===== src/hw/rtl/bps_pkg.sv =====
// Shared types for the byte pair substitution decoder.
package bps_pkg;

    // How the emitter treats an accepted byte
    typedef enum logic [1:0] {
        KIND_NONE = 2'd0,   // header byte or escape marker: no decoded byte
        KIND_LIT  = 2'd1,   // escaped literal: copy as is
        KIND_LOOK = 2'd2    // data symbol: copy or expand per the pair table
    } bps_kind_t;

    typedef struct packed {
        bps_kind_t  kind;
        logic [7:0] data;
        logic       hit;    // table entry of data is valid in this block
        logic       last;   // final byte of the block
        logic       bad;    // block ended in the header or after an escape
    } bps_item_t;

endpackage


===== src/hw/rtl/byte_pair_substitution_decoder_top.sv =====
// After its input transfer a result passes the pair table read and held item,
// then the output register.
// Throughput: one input byte per cycle for header bytes, and for literal and
// copied bytes while the output accepts; a byte that expands yields two output
// bytes and is held until its second is emitted, so no new byte is taken before.
// Reset: rst_n clears the parser, valid marks, count and handshake state at
// once; the pair table RAM is not cleared and its data is used only behind a valid mark.
module byte_pair_substitution_decoder_top #(
    parameter int COUNT_WIDTH = 32
) (
    input  logic        clk,
    input  logic        rst_n,
    input  logic        s_axis_tvalid,
    output logic        s_axis_tready,
    input  logic [7:0]  s_axis_tdata,   // [7:0] data_byte
    input  logic        s_axis_tlast,   // last_of_block
    output logic        m_axis_tvalid,
    input  logic        m_axis_tready,
    output logic [39:0] m_axis_tdata,   // [7:0] out_byte, [39:8] block_total
    output logic        m_axis_tlast,   // block_end
    output logic [2:0]  m_axis_tuser    // [0] has_byte, [1] last_of_run, [2] bad_escape
);

    bps_pkg::bps_item_t item;
    logic        accept;
    logic        tbl_wr_en;
    logic [7:0]  tbl_wr_addr;
    logic [15:0] tbl_wr_data;
    logic        tbl_rd_en;
    logic [7:0]  tbl_rd_addr;
    logic [15:0] tbl_rd_data;
    logic [7:0]  out_byte;
    logic [31:0] out_total;
    logic        out_has;
    logic        out_run_last;
    logic        out_bad;

    assign accept = s_axis_tvalid && s_axis_tready;

    bps_parser u_parser (
        .clk           (clk),
        .rst_n         (rst_n),
        .accept        (accept),
        .data_byte     (s_axis_tdata),
        .last_of_block (s_axis_tlast),
        .item          (item),
        .tbl_wr_en     (tbl_wr_en),
        .tbl_wr_addr   (tbl_wr_addr),
        .tbl_wr_data   (tbl_wr_data),
        .tbl_rd_en     (tbl_rd_en),
        .tbl_rd_addr   (tbl_rd_addr)
    );

    bps_ram #(
        .WIDTH (16),
        .DEPTH (256)
    ) u_pair_table (
        .clk     (clk),
        .wr_en   (tbl_wr_en),
        .wr_addr (tbl_wr_addr),
        .wr_data (tbl_wr_data),
        .rd_en   (tbl_rd_en),
        .rd_addr (tbl_rd_addr),
        .rd_data (tbl_rd_data)
    );

    bps_emitter #(
        .COUNT_WIDTH (COUNT_WIDTH)
    ) u_emitter (
        .clk           (clk),
        .rst_n         (rst_n),
        .in_valid      (s_axis_tvalid),
        .in_ready      (s_axis_tready),
        .in_item       (item),
        .tbl_data      (tbl_rd_data),
        .out_valid     (m_axis_tvalid),
        .out_ready     (m_axis_tready),
        .out_byte      (out_byte),
        .out_has       (out_has),
        .out_run_last  (out_run_last),
        .out_block_end (m_axis_tlast),
        .out_total     (out_total),
        .out_bad       (out_bad)
    );

    assign m_axis_tdata = {out_total, out_byte};
    assign m_axis_tuser = {out_bad, out_run_last, out_has};

endmodule


===== src/hw/rtl/bps_ram.sv =====
// Generic single-port-write, single-port-read RAM with registered read.
module bps_ram #(
    parameter int WIDTH = 16,
    parameter int DEPTH = 256
) (
    input  logic                     clk,
    input  logic                     wr_en,
    input  logic [$clog2(DEPTH)-1:0] wr_addr,
    input  logic [WIDTH-1:0]         wr_data,
    input  logic                     rd_en,
    input  logic [$clog2(DEPTH)-1:0] rd_addr,
    output logic [WIDTH-1:0]         rd_data
);

    logic [WIDTH-1:0] mem_reg [DEPTH];
    logic [WIDTH-1:0] rd_data_reg;

    always_ff @(posedge clk)
    begin
        if (wr_en)
        begin
            mem_reg[wr_addr] <= wr_data;
        end
        // hold read data until the next read
        if (rd_en)
        begin
            rd_data_reg <= mem_reg[rd_addr];
        end
    end

    assign rd_data = rd_data_reg;

endmodule


===== src/hw/rtl/bps_parser.sv =====
// Header parser and data-phase classifier; drives the pair table RAM.
module bps_parser (
    input  logic                clk,
    input  logic                rst_n,
    input  logic                accept,
    input  logic [7:0]          data_byte,
    input  logic                last_of_block,
    output bps_pkg::bps_item_t  item,
    output logic                tbl_wr_en,
    output logic [7:0]          tbl_wr_addr,
    output logic [15:0]         tbl_wr_data,
    output logic                tbl_rd_en,
    output logic [7:0]          tbl_rd_addr
);

    typedef enum logic [7:0] {
        PH_H0   = 8'b0000_0001,
        PH_H1   = 8'b0000_0010,
        PH_H2   = 8'b0000_0100,
        PH_T0   = 8'b0000_1000,
        PH_T1   = 8'b0001_0000,
        PH_T2   = 8'b0010_0000,
        PH_ESC  = 8'b0100_0000,
        PH_DATA = 8'b1000_0000
    } phase_t;

    phase_t       phase_reg, phase_next;
    logic [7:0]   hold0_reg, hold0_next;
    logic [7:0]   hold1_reg, hold1_next;
    logic [7:0]   prev_reg, prev_next;
    logic         esc_en_reg, esc_en_next;
    logic [7:0]   esc_val_reg, esc_val_next;
    logic         esc_pend_reg, esc_pend_next;
    logic [255:0] valid_reg, valid_next;
    logic         wr_entry;

    always_comb
    begin
        phase_next    = phase_reg;
        hold0_next    = hold0_reg;
        hold1_next    = hold1_reg;
        prev_next     = prev_reg;
        esc_en_next   = esc_en_reg;
        esc_val_next  = esc_val_reg;
        esc_pend_next = esc_pend_reg;
        valid_next    = valid_reg;
        wr_entry      = 1'b0;
        item.kind     = bps_pkg::KIND_NONE;
        item.data     = data_byte;
        item.hit      = valid_reg[data_byte];
        item.last     = last_of_block;

        case (phase_reg)
            PH_H0:
            begin
                hold0_next = data_byte;
                phase_next = PH_H1;
            end
            PH_H1:
            begin
                hold1_next = data_byte;
                phase_next = PH_H2;
            end
            PH_H2:
            begin
                // three equal leading bytes: no table
                if (hold0_reg == hold1_reg && hold1_reg == data_byte)
                begin
                    phase_next = PH_DATA;
                end
                else
                begin
                    wr_entry   = 1'b1;
                    prev_next  = hold0_reg;
                    phase_next = PH_T0;
                end
            end
            PH_T0:
            begin
                hold0_next = data_byte;
                phase_next = (data_byte == prev_reg) ? PH_ESC : PH_T1;
            end
            PH_T1:
            begin
                hold1_next = data_byte;
                phase_next = PH_T2;
            end
            PH_T2:
            begin
                wr_entry   = 1'b1;
                prev_next  = hold0_reg;
                phase_next = PH_T0;
            end
            PH_ESC:
            begin
                if (data_byte != hold0_reg)
                begin
                    esc_en_next  = 1'b1;
                    esc_val_next = data_byte;
                end
                phase_next = PH_DATA;
            end
            PH_DATA:
            begin
                if (esc_pend_reg)
                begin
                    esc_pend_next = 1'b0;
                    item.kind     = bps_pkg::KIND_LIT;
                end
                else if (esc_en_reg && data_byte == esc_val_reg)
                begin
                    esc_pend_next = 1'b1;
                end
                else
                begin
                    item.kind = bps_pkg::KIND_LOOK;
                end
            end
            default:
            begin
                phase_next = PH_H0;
            end
        endcase

        if (wr_entry)
        begin
            valid_next[hold0_reg] = 1'b1;
        end

        item.bad = (phase_next != PH_DATA) || esc_pend_next;

        // block end: back to the reset state
        if (last_of_block)
        begin
            phase_next    = PH_H0;
            hold0_next    = 8'h00;
            hold1_next    = 8'h00;
            prev_next     = 8'h00;
            esc_en_next   = 1'b0;
            esc_val_next  = 8'h00;
            esc_pend_next = 1'b0;
            valid_next    = '0;
        end
    end

    always_ff @(posedge clk or negedge rst_n)
    begin
        if (!rst_n)
        begin
            phase_reg    <= PH_H0;
            hold0_reg    <= 8'h00;
            hold1_reg    <= 8'h00;
            prev_reg     <= 8'h00;
            esc_en_reg   <= 1'b0;
            esc_val_reg  <= 8'h00;
            esc_pend_reg <= 1'b0;
            valid_reg    <= '0;
        end
        else if (accept)
        begin
            phase_reg    <= phase_next;
            hold0_reg    <= hold0_next;
            hold1_reg    <= hold1_next;
            prev_reg     <= prev_next;
            esc_en_reg   <= esc_en_next;
            esc_val_reg  <= esc_val_next;
            esc_pend_reg <= esc_pend_next;
            valid_reg    <= valid_next;
        end
    end

    // Table writes happen only in the header and reads only in the data phase,
    // so a read always comes after the last write of its block.
    assign tbl_wr_en   = accept && wr_entry;
    assign tbl_wr_addr = hold0_reg;
    assign tbl_wr_data = {hold1_reg, data_byte};
    assign tbl_rd_en   = accept && (phase_reg == PH_DATA);
    assign tbl_rd_addr = data_byte;

endmodule


===== src/hw/rtl/bps_emitter.sv =====
// Expansion stage: turns a classified byte plus its table entry into results.
module bps_emitter #(
    parameter int COUNT_WIDTH = 32
) (
    input  logic               clk,
    input  logic               rst_n,
    input  logic               in_valid,
    output logic               in_ready,
    input  bps_pkg::bps_item_t in_item,
    input  logic [15:0]        tbl_data,
    output logic               out_valid,
    input  logic               out_ready,
    output logic [7:0]         out_byte,
    output logic               out_has,
    output logic               out_run_last,
    output logic               out_block_end,
    output logic [31:0]        out_total,
    output logic               out_bad
);

    localparam int TW = (COUNT_WIDTH > 32) ? COUNT_WIDTH : 32;
    localparam logic [COUNT_WIDTH-1:0] CNT_MAX = {COUNT_WIDTH{1'b1}};
    localparam logic [TW-1:0]          TOT_MAX = TW'(32'hFFFF_FFFF);

    logic               s1_valid_reg;
    bps_pkg::bps_item_t s1_item_reg;
    logic               s1_second_reg;

    logic               out_valid_reg;
    logic [7:0]         out_byte_reg;
    logic               out_has_reg;
    logic               out_run_last_reg;
    logic               out_block_end_reg;
    logic [31:0]        out_total_reg;
    logic               out_bad_reg;

    logic [COUNT_WIDTH-1:0] cnt_reg;
    logic [COUNT_WIDTH-1:0] cnt_next;
    logic [COUNT_WIDTH-1:0] cnt_after;
    logic [TW-1:0]          cnt_ext;

    logic       expand;
    logic       no_result;
    logic       final_res;
    logic       emit;
    logic       done;
    logic       res_has;
    logic [7:0] res_byte;
    logic       res_end;
    logic [31:0] res_total;

    always_comb
    begin
        expand    = (s1_item_reg.kind == bps_pkg::KIND_LOOK) && s1_item_reg.hit
                    && (tbl_data != {8'h00, s1_item_reg.data});
        no_result = (s1_item_reg.kind == bps_pkg::KIND_NONE) && !s1_item_reg.last;
        final_res = expand ? s1_second_reg : 1'b1;
        emit      = s1_valid_reg && !no_result && (!out_valid_reg || out_ready);
        done      = s1_valid_reg && (no_result || (emit && final_res));
        in_ready  = !s1_valid_reg || done;

        res_has = (s1_item_reg.kind != bps_pkg::KIND_NONE);
        if (!res_has)
        begin
            res_byte = 8'h00;
        end
        else if (expand)
        begin
            res_byte = s1_second_reg ? tbl_data[7:0] : tbl_data[15:8];
        end
        else
        begin
            res_byte = s1_item_reg.data;
        end
        res_end = s1_item_reg.last && final_res;

        cnt_after = (res_has && cnt_reg != CNT_MAX) ? cnt_reg + 1'b1 : cnt_reg;
        cnt_ext   = TW'(cnt_after);
        res_total = (cnt_ext > TOT_MAX) ? 32'hFFFF_FFFF : cnt_ext[31:0];
        cnt_next  = res_end ? '0 : cnt_after;
    end

    always_ff @(posedge clk or negedge rst_n)
    begin
        if (!rst_n)
        begin
            s1_valid_reg  <= 1'b0;
            s1_second_reg <= 1'b0;
            out_valid_reg <= 1'b0;
            cnt_reg       <= '0;
        end
        else
        begin
            if (in_valid && in_ready)
            begin
                s1_valid_reg <= 1'b1;
            end
            else if (done)
            begin
                s1_valid_reg <= 1'b0;
            end

            if (emit)
            begin
                s1_second_reg <= !final_res;
                cnt_reg       <= cnt_next;
                out_valid_reg <= 1'b1;
            end
            else if (out_ready)
            begin
                out_valid_reg <= 1'b0;
            end
        end
    end

    always_ff @(posedge clk)
    begin
        if (in_valid && in_ready)
        begin
            s1_item_reg <= in_item;
        end
        if (emit)
        begin
            out_byte_reg      <= res_byte;
            out_has_reg       <= res_has;
            out_run_last_reg  <= final_res;
            out_block_end_reg <= res_end;
            out_total_reg     <= res_total;
            out_bad_reg       <= res_end && s1_item_reg.bad;
        end
    end

    assign out_valid     = out_valid_reg;
    assign out_byte      = out_byte_reg;
    assign out_has       = out_has_reg;
    assign out_run_last  = out_run_last_reg;
    assign out_block_end = out_block_end_reg;
    assign out_total     = out_total_reg;
    assign out_bad       = out_bad_reg;

    // second half of an expansion only while its item is still held
    a_second_held: assert property (@(posedge clk) disable iff (!rst_n)
        s1_second_reg |-> s1_valid_reg)
        else $error("second expansion byte without a held item");

    // no new item replaces one that still owes its second byte
    a_no_overrun: assert property (@(posedge clk) disable iff (!rst_n)
        (s1_second_reg && !done) |-> !in_ready)
        else $error("item accepted while expansion unfinished");

    // a block end result closes its run
    a_end_closes_run: assert property (@(posedge clk) disable iff (!rst_n)
        (out_valid_reg && out_block_end_reg) |-> out_run_last_reg)
        else $error("block end without end of run");

    // bare markers and error flags appear only at block end
    a_flags_at_end: assert property (@(posedge clk) disable iff (!rst_n)
        (out_valid_reg && (!out_has_reg || out_bad_reg)) |-> out_block_end_reg)
        else $error("bare or bad result away from block end");

    // count restarts after a block end
    a_count_restart: assert property (@(posedge clk) disable iff (!rst_n)
        (emit && res_end) |=> (cnt_reg == '0))
        else $error("decoded count not cleared at block end");

endmodule

===== config.mk =====
export PLATFORM = sky130hd
export DESIGN_NAME = byte_pair_substitution_decoder_top
export DESIGN_NICKNAME = d
export VERILOG_FILES = /design/src/hw/rtl/bps_pkg.sv /design/src/hw/rtl/byte_pair_substitution_decoder_top.sv /design/src/hw/rtl/bps_ram.sv /design/src/hw/rtl/bps_parser.sv /design/src/hw/rtl/bps_emitter.sv
export SDC_FILE = /design/constraint.sdc
export NUM_CORES = 2
export LEC_CHECK = 0
export BUFFER_PORTS_ARGS = -buffer_cell sky130_fd_sc_hd__buf_4
export CAP_MARGIN = 0
export CELL_PAD_IN_SITES_DETAIL_PLACEMENT = 1
export CELL_PAD_IN_SITES_GLOBAL_PLACEMENT = 1
export CORE_MARGIN = 10
export CORE_UTILIZATION = 56
export DETAILED_ROUTE_END_ITERATION = 16
export GPL_TIMING_DRIVEN = 0
export PLACE_DENSITY_LB_ADDON = 0.15
export SYNTH_ARGS = -nofsm -noshare
export SYNTH_HDL_FRONTEND = slang
export SYNTH_SLANG_ARGS = --single-unit

===== constraint.sdc =====
create_clock -name clk -period 8.8 [get_ports clk]
set_input_delay 0.88 -clock clk [delete_from_list [all_inputs] [get_ports clk]]
set_output_delay 0.88 -clock clk [all_outputs]
set_load 0.1 [all_outputs]

Word level (Yosys, flattened, before mapping)
Memories as Yosys holds them, arrays and structs flattened. A register that Yosys moved wholly into a read port is not among the register bits. Cells that the tools add are included.

Logic and storage cells: 135. Input bits: 13. Output and inout port bits: 46. RAM bits: 4096. Memories: 1. Flip-flop bits (word level): 390.

Add/sub/neg operators: 1. Reductions and logical operators: 43. Eq/ne operators: 18. Mux-type cells: 42. Bitwise gates (word level): 2. Order comparisons: 4.

Memory list: u_pair_table.mem_reg (words 256, width 16, read ports 1, clocked after memory_dff 1, wr ports 1, line bps_ram.sv:15) `logic [WIDTH-1:0] mem_reg [DEPTH];`.

Operators with widths (number): two-way mux 256 bit (2); OR 256 bit (1); two-way mux 8 bit (13); two-way mux 32 bit (2); one-hot mux 8 bit (8 select lines) (1); adder 32 x 1 -> 32 bit, second input constant (1); == test 8 bit (4); greater-than comparator 32 bit, second input constant (1); != test 32 bit, second input constant (1); less-than comparator 8 x 9 -> 1 bit, second input constant (2); two-way mux 1 bit (18); logical AND 1 bit (16); != test 16 x 8 -> 1 bit (1); one-hot mux 8 bit (2 select lines) (1); nonzero test 2 bit (8); binary-select mux 1 bit (select 8 bit) (1); demux 1 bit (select 8 bit) (1); == test 8 x 1 -> 1 bit, second input constant (1); == test 8 x 2 -> 1 bit, second input constant (1); == test 8 x 3 -> 1 bit, second input constant (1); == test 8 x 4 -> 1 bit, second input constant (1); == test 8 x 5 -> 1 bit, second input constant (1); == test 8 x 6 -> 1 bit, second input constant (1); == test 8 x 7 -> 1 bit, second input constant (1); 17 further kinds (29).

Depth between registers and ports, before layout
Depth after elaboration: 13. Depth in mapped cells: 13. Gate-level depth less buffers: 8.

Modules after synthesis
Synthesis repeated with hierarchy kept, for this count alone.

Cells, all modules: 9114. Area, all modules: 177293.8 µm².

Modules (own cells, without submodules): bps_ram (instances 1, area an instance 158874.9 µm², seq. area each 123478.4 µm², cells an instance 7360); bps_parser (instances 1, area an instance 13888.3 µm², seq. area each 7458.4 µm², cells an instance 1373); bps_emitter (instances 1, area an instance 4501.8 µm², seq. area each 2587.5 µm², cells an instance 377); byte_pair_substitution_decoder_top (instances 1, area an instance 28.8 µm², seq. area each 0.0 µm², cells an instance 4).

Worst setup path after synthesis
Ideal clock, no wire load.

Path kind: register to register. Start point: register u_parser.hold1_reg[2]. End point: memory u_pair_table.mem_reg[26][0] (enable). Library setup time: 433 ps. Clock period less this slack: 6359 ps. Path slack: 2441 ps. Cell stages (with the launch flop): 8. Data arrival time: 5925 ps. Data required time: 8367 ps. Buffers on the path: 2. Cell sequence: dfrtp_1 > nor3_1 > o22ai_1 > nor4_1 > o22a_1 > buf_2 > buf_2 > nor4_1.

Cells in the longest elaborated chain, start to end: 7. Elaborated cells on any way between the ends: 8. Those cells by class: 2 x eq/ne; 4 x mux; 2 x reduce/logical.

RTL lines: start: declaration (line bps_parser.sv:29) `logic [7:0] hold1_reg, hold1_next;`; start signal: assignment (line bps_parser.sv:163) `hold1_reg <= hold1_next;`; == test 8 bit (line bps_parser.sv:67) `if (hold0_reg == hold1_reg && hold1_reg == data_byte)`; logical AND 1 bit * (line bps_parser.sv:67); two-way mux 1 bit * (line bps_parser.sv:67); one-hot mux 1 bit (2 select lines) * (line bps_parser.sv:53) `case (phase_reg)`; logical AND 1 bit * (line bps_parser.sv:174) `assign tbl_wr_en = accept && wr_entry;`; two-way mux 1 bit * (line bps_ram.sv:20) `if (wr_en)`; two-way mux 1 bit (not written as such) * (line bps_ram.sv:22) `mem_reg[wr_addr] <= wr_data;`; end: declaration (line bps_ram.sv:15).

Mark *: on every way between the ends. The rest lies on a longest branch, timed or not.

==> run_results.csv <==
group,metric,value,unit
floorplan,start_util,56.2,%
clocking,ctsHoldBuffers,1,
worst_setup_path,crit_family,"buffers and inverters",
timing,rsz0062_at_grt,"false",
clocking,ctsResizeCount,0,
hold_path,hold_path_class,"primary input to flip-flop",
layout,layout.cells.non_filler,14600,
clocking,cts_max_level,5,
timing,hold_viol_final,0,
floorplan,dieWidth,582,um
timing,fin_crit_sh,87.5,%
worst_setup_path,critical_path_required,9500,ps
worst_setup_path,path_cells,"buf_8, buf_16, buf_4, buf_4, buf_2, buf_2, buf_2, buf_2, mux4_2, a221oi_1, o21ai_1, nor4_1, nor2_1",
synth,synth_edf_count,4169,
route,post_drt_via_cell_ratio,7.41,
synth,synthArstFlopShare,7.40,%
layout,final_layout_size_suffix_gt1_share,26.2,%
clocking,tritoncts,"built",
power,pwr_density_cell,237,nW/um^2
worst_setup_path,criticalPathCategory,"primary input to flip-flop",
timing,slew_viol_final,225,
synth,yosysSeqAreaShare,75.4,%
timing,setup_tns,0,ps
synth,yosys_warnings,0,
placed_design,io_buffers,58,
power,p_clk_share,41.2,%
worst_setup_path,critPathMaxFanout,170,
clocking,path_clk_slew,60,ps
worst_setup_path,cp_num_buf_inv,8,
worst_setup_path,path_depth,13,
global_route,track_usage,39.2,%
global_route,grt_pass1_vias,108000,
synth,synth_cell_types,73,
floorplan,design.core.area,315000,um^2
floorplan,ios,59,
worst_setup_path,rr_worst_depth,13,
clocking,clock_sinks,4502,
job,max-cap-violations,26,
power,peakVddDrop,204,uV
global_route,grt_pass1_wl,914000,um
layout,num-nets-final,9979,
clocking,clock_latency,1030,ps
timing,maxSlewHeadroom,-18.3,%
power,p_total,49.0,mW
worst_setup_path,cp-start-kind,"primary input",
route,ant_nets,0,
clocking,cts_setup_buffers,0,
floorplan,rows,206,
power,seqPwrFrac,49.5,%
route,drc_errors,0,
global_route,antenna_found_initial,63,
global_route,grt_overflow,0,
route,drt_iter0_markers,20400,
route,routed_wl,678000,um
clocking,cts_root_buffer,"clkbuf_16",
placed_design,hpwlAfterDp,464000,um
synth,synth-seq-cells,4502,
timing,fmax,130,MHz
synth,yosysTopAreaCell,"edfxtp_1",
synth,syn_inst,8959,
timing,min_period,7700,ps
timing,worstMarginPinSlew,1770,ps
synth,synth_flop_cell,"edfxtp_1",
layout,syn2layout_area_growth,16.7,%
hold_path,holdPathStages,2,
placed_design,place_congestion,1.01,
synth,synth.top_cells.by_area,"edfxtp_1 (71%), mux4_2 (11%), dfrtp_1 (4.7%), mux2i_1 (3.0%), nor4_2 (1.4%)",
power,swShare,25.5,%
timing,finalWorstSetupSlack,1100,ps
synth,synth_top_area_share,70.7,%
worst_setup_path,crit_top_cell,"buf_2",
placed_design,pre_cts_ws,714,ps
power,intPower,36.5,mW
timing,setup_viol,0,
synth,syn_nets,8973,
floorplan,die_area,339000,um^2
status,violations,"capacitance limit, slew limit",
status,status,"finished, violations left",
power,leakage,69.7,nW
clocking,cts_buffer_depth,4,
layout,largest_reg_flops,4096,
floorplan,die_y,582,um
timing,skew,74.6,ps
route,vias,108000,
worst_setup_path,worst-endpoint-arrival,8400,ps
global_route,grt_max_degree,171,
route,drt_pre_antenna_iters,6,
worst_setup_path,slowest_stage,"nor4_1",
synth,netlist_area,177000,um^2
route,route.detailed.wl_per_inst,46.5,um
clocking,cts_buffers,451,
worst_setup_path,end_kind,"flip-flop",
synth,syn_avg_cell_area,19.8,um^2
power,p_comb_share,9.2,%
placed_design,dp.cells,13700,
layout,nFillCells,25500,
power,p_switching,12.5,mW
worst_setup_path,max_stage_delay,1370,ps
==> kinds of logic (layout without fill, tap and decap cells) <==
logic type	after synthesis	after routing	share of synthesized area (%)
flops	4502	4502	75.4
mux	1398	1398	14.0
other cells	0	58	0
compound gates	1076	1076	4.20
simple gates	1301	1301	4.21
fa+ha+maj	1	1	0.00706
xor+xnor	67	67	0.331
buf+inv	614	2024	1.88
==> final cells by class <==
class                           count  area (um^2)  share of cell area (%)
Buffer                            598         3330                    1.61
Timing Repair Buffer              553         6360                    3.08
Clock buffer                      595        12300                    5.97
Inverter                           16         61.3                  0.0297
Tap cell                         4160         5200                    2.52
Multi-Input combinational cell   3843        42500                    20.6
Sequential cell                  4502       134000                    64.6
Antenna cell                       58          145                  0.0702
Clock inverter                    262         3120                    1.51
==> metal layers <==
| layer | up-vias | share of wire (%) | global-route usage [%] |
|---|---|---|---|
| met4 | 34 | 7.7 | 24.0 |
| li1 | 39400 | - | - |
| met2 | 9935 | 43 | 56.3 |
| met5 | - | 0.15 | 0.476 |
| met1 | 56600 | 34 | 49.7 |
| met3 | 2170 | 15 | 16.5 |
==> cells in the final DEF, fill, tap and decap left out, types with 57 or more instances in the layout <==
cell type / Yosys / routed
edfxtp_1: 4169 / 4169
mux4_2: 858 / 858
nor2_1: 610 / 610
mux2i_1: 536 / 536
clkbuf_16: 0 / 453
dfrtp_1: 332 / 324
clkbuf_1: 243 / 320
buf_6: 57 / 281
buf_4: 64 / 271
o221ai_1: 228 / 228
a21oi_1: 225 / 225
a22oi_1: 205 / 205
nor4_4: 0 / 200
buf_2: 125 / 149
nand2_1: 125 / 125
o21ai_0: 115 / 115
o22ai_1: 103 / 103
buf_8: 14 / 94
nor3_1: 104 / 92
clkinv_2: 0 / 84
nor4_2: 201 / 72
buf_1: 91 / 68
clkinv_1: 1 / 68
diode_2: 0 / 58
bufinv_16: 0 / 57
==> synth_stat cells, drive strengths merged, types with 3 or more instances <==
master,number
o221ai,229
a211oi,11
nor3b,3
edfxtp,4169
o211ai,3
o21bai,3
o22ai,103
nor4,307
buf,354
o31ai,25
xnor2,41
nand2b,11
a21oi,225
and4b,4
nor2b,10
nor2,610
mux2i,536
a22oi,205
dfrtp,332
mux4,859
o2111ai,12
and3,19
o21a,4
nand2,126
o311ai,4
a221oi,35
or3b,3
clkbuf,244
a31oi,20
or3,6
o21ai,139
nand3,43
a21o,3
a22o,21
o41ai,15
inv,15
a2111oi,8
mux2,3
and2,7
nand4,19
or4,18
nand3b,3
xor2,26
nor3,104
==> path summary, 6_finish.rpt <==
path	from	to	slack, ps
worst max-delay path	s_axis_tdata[1]	u_pair_table.rd_data[13]	1100
worst min register to register	u_parser.valid_reg[219]	u_parser.valid_reg[219]	500
max in group asynchronous	rst_n	u_parser.valid_reg[115]	6620
min in group asynchronous	rst_n	u_parser.valid_reg[168]	430
worst max register to register	u_parser.hold1_reg[6]	u_parser.valid_reg[197]	3460
worst min-delay path	s_axis_tvalid	u_emitter.s1_valid_reg	120
==> per-stage QoR <==
step                util [%]  hold slack [ps]  instance area [um^2]
finish                  65.6              117                207000
global route            65.6              138                207000
CTS                     65.5             97.9                206000
detailed placement      60.6              483                191000
global placement        58.0              471                183000
floorplan                  -              459                177000
==> power groups by stage <==
stage	registers [mW]	logic [mW]	clock network, mW
after global routing	24.3	4.51	21.1
after CTS	24.3	4.29	20.1
final	24.3	4.53	20.2
after detailed placement	24.7	4.25	0
after floorplan	25.1	1.58	0
after global placement	25.5	3.24	0
==> worst register-to-register path, cell delays in order (launching register included) <==
cell and delay [ps]:
dfrtp_4 1010, buf_16 390, and3_1 270, o22ai_1 110, nor4_2 880, o22a_1 620
buf_2 500, buf_2 480, nor4_2 100, buf_4 250, buf_4 210, buf_4 200
nor2_1 110, nor2_1 50
Power figures use the tool's default switching activity.
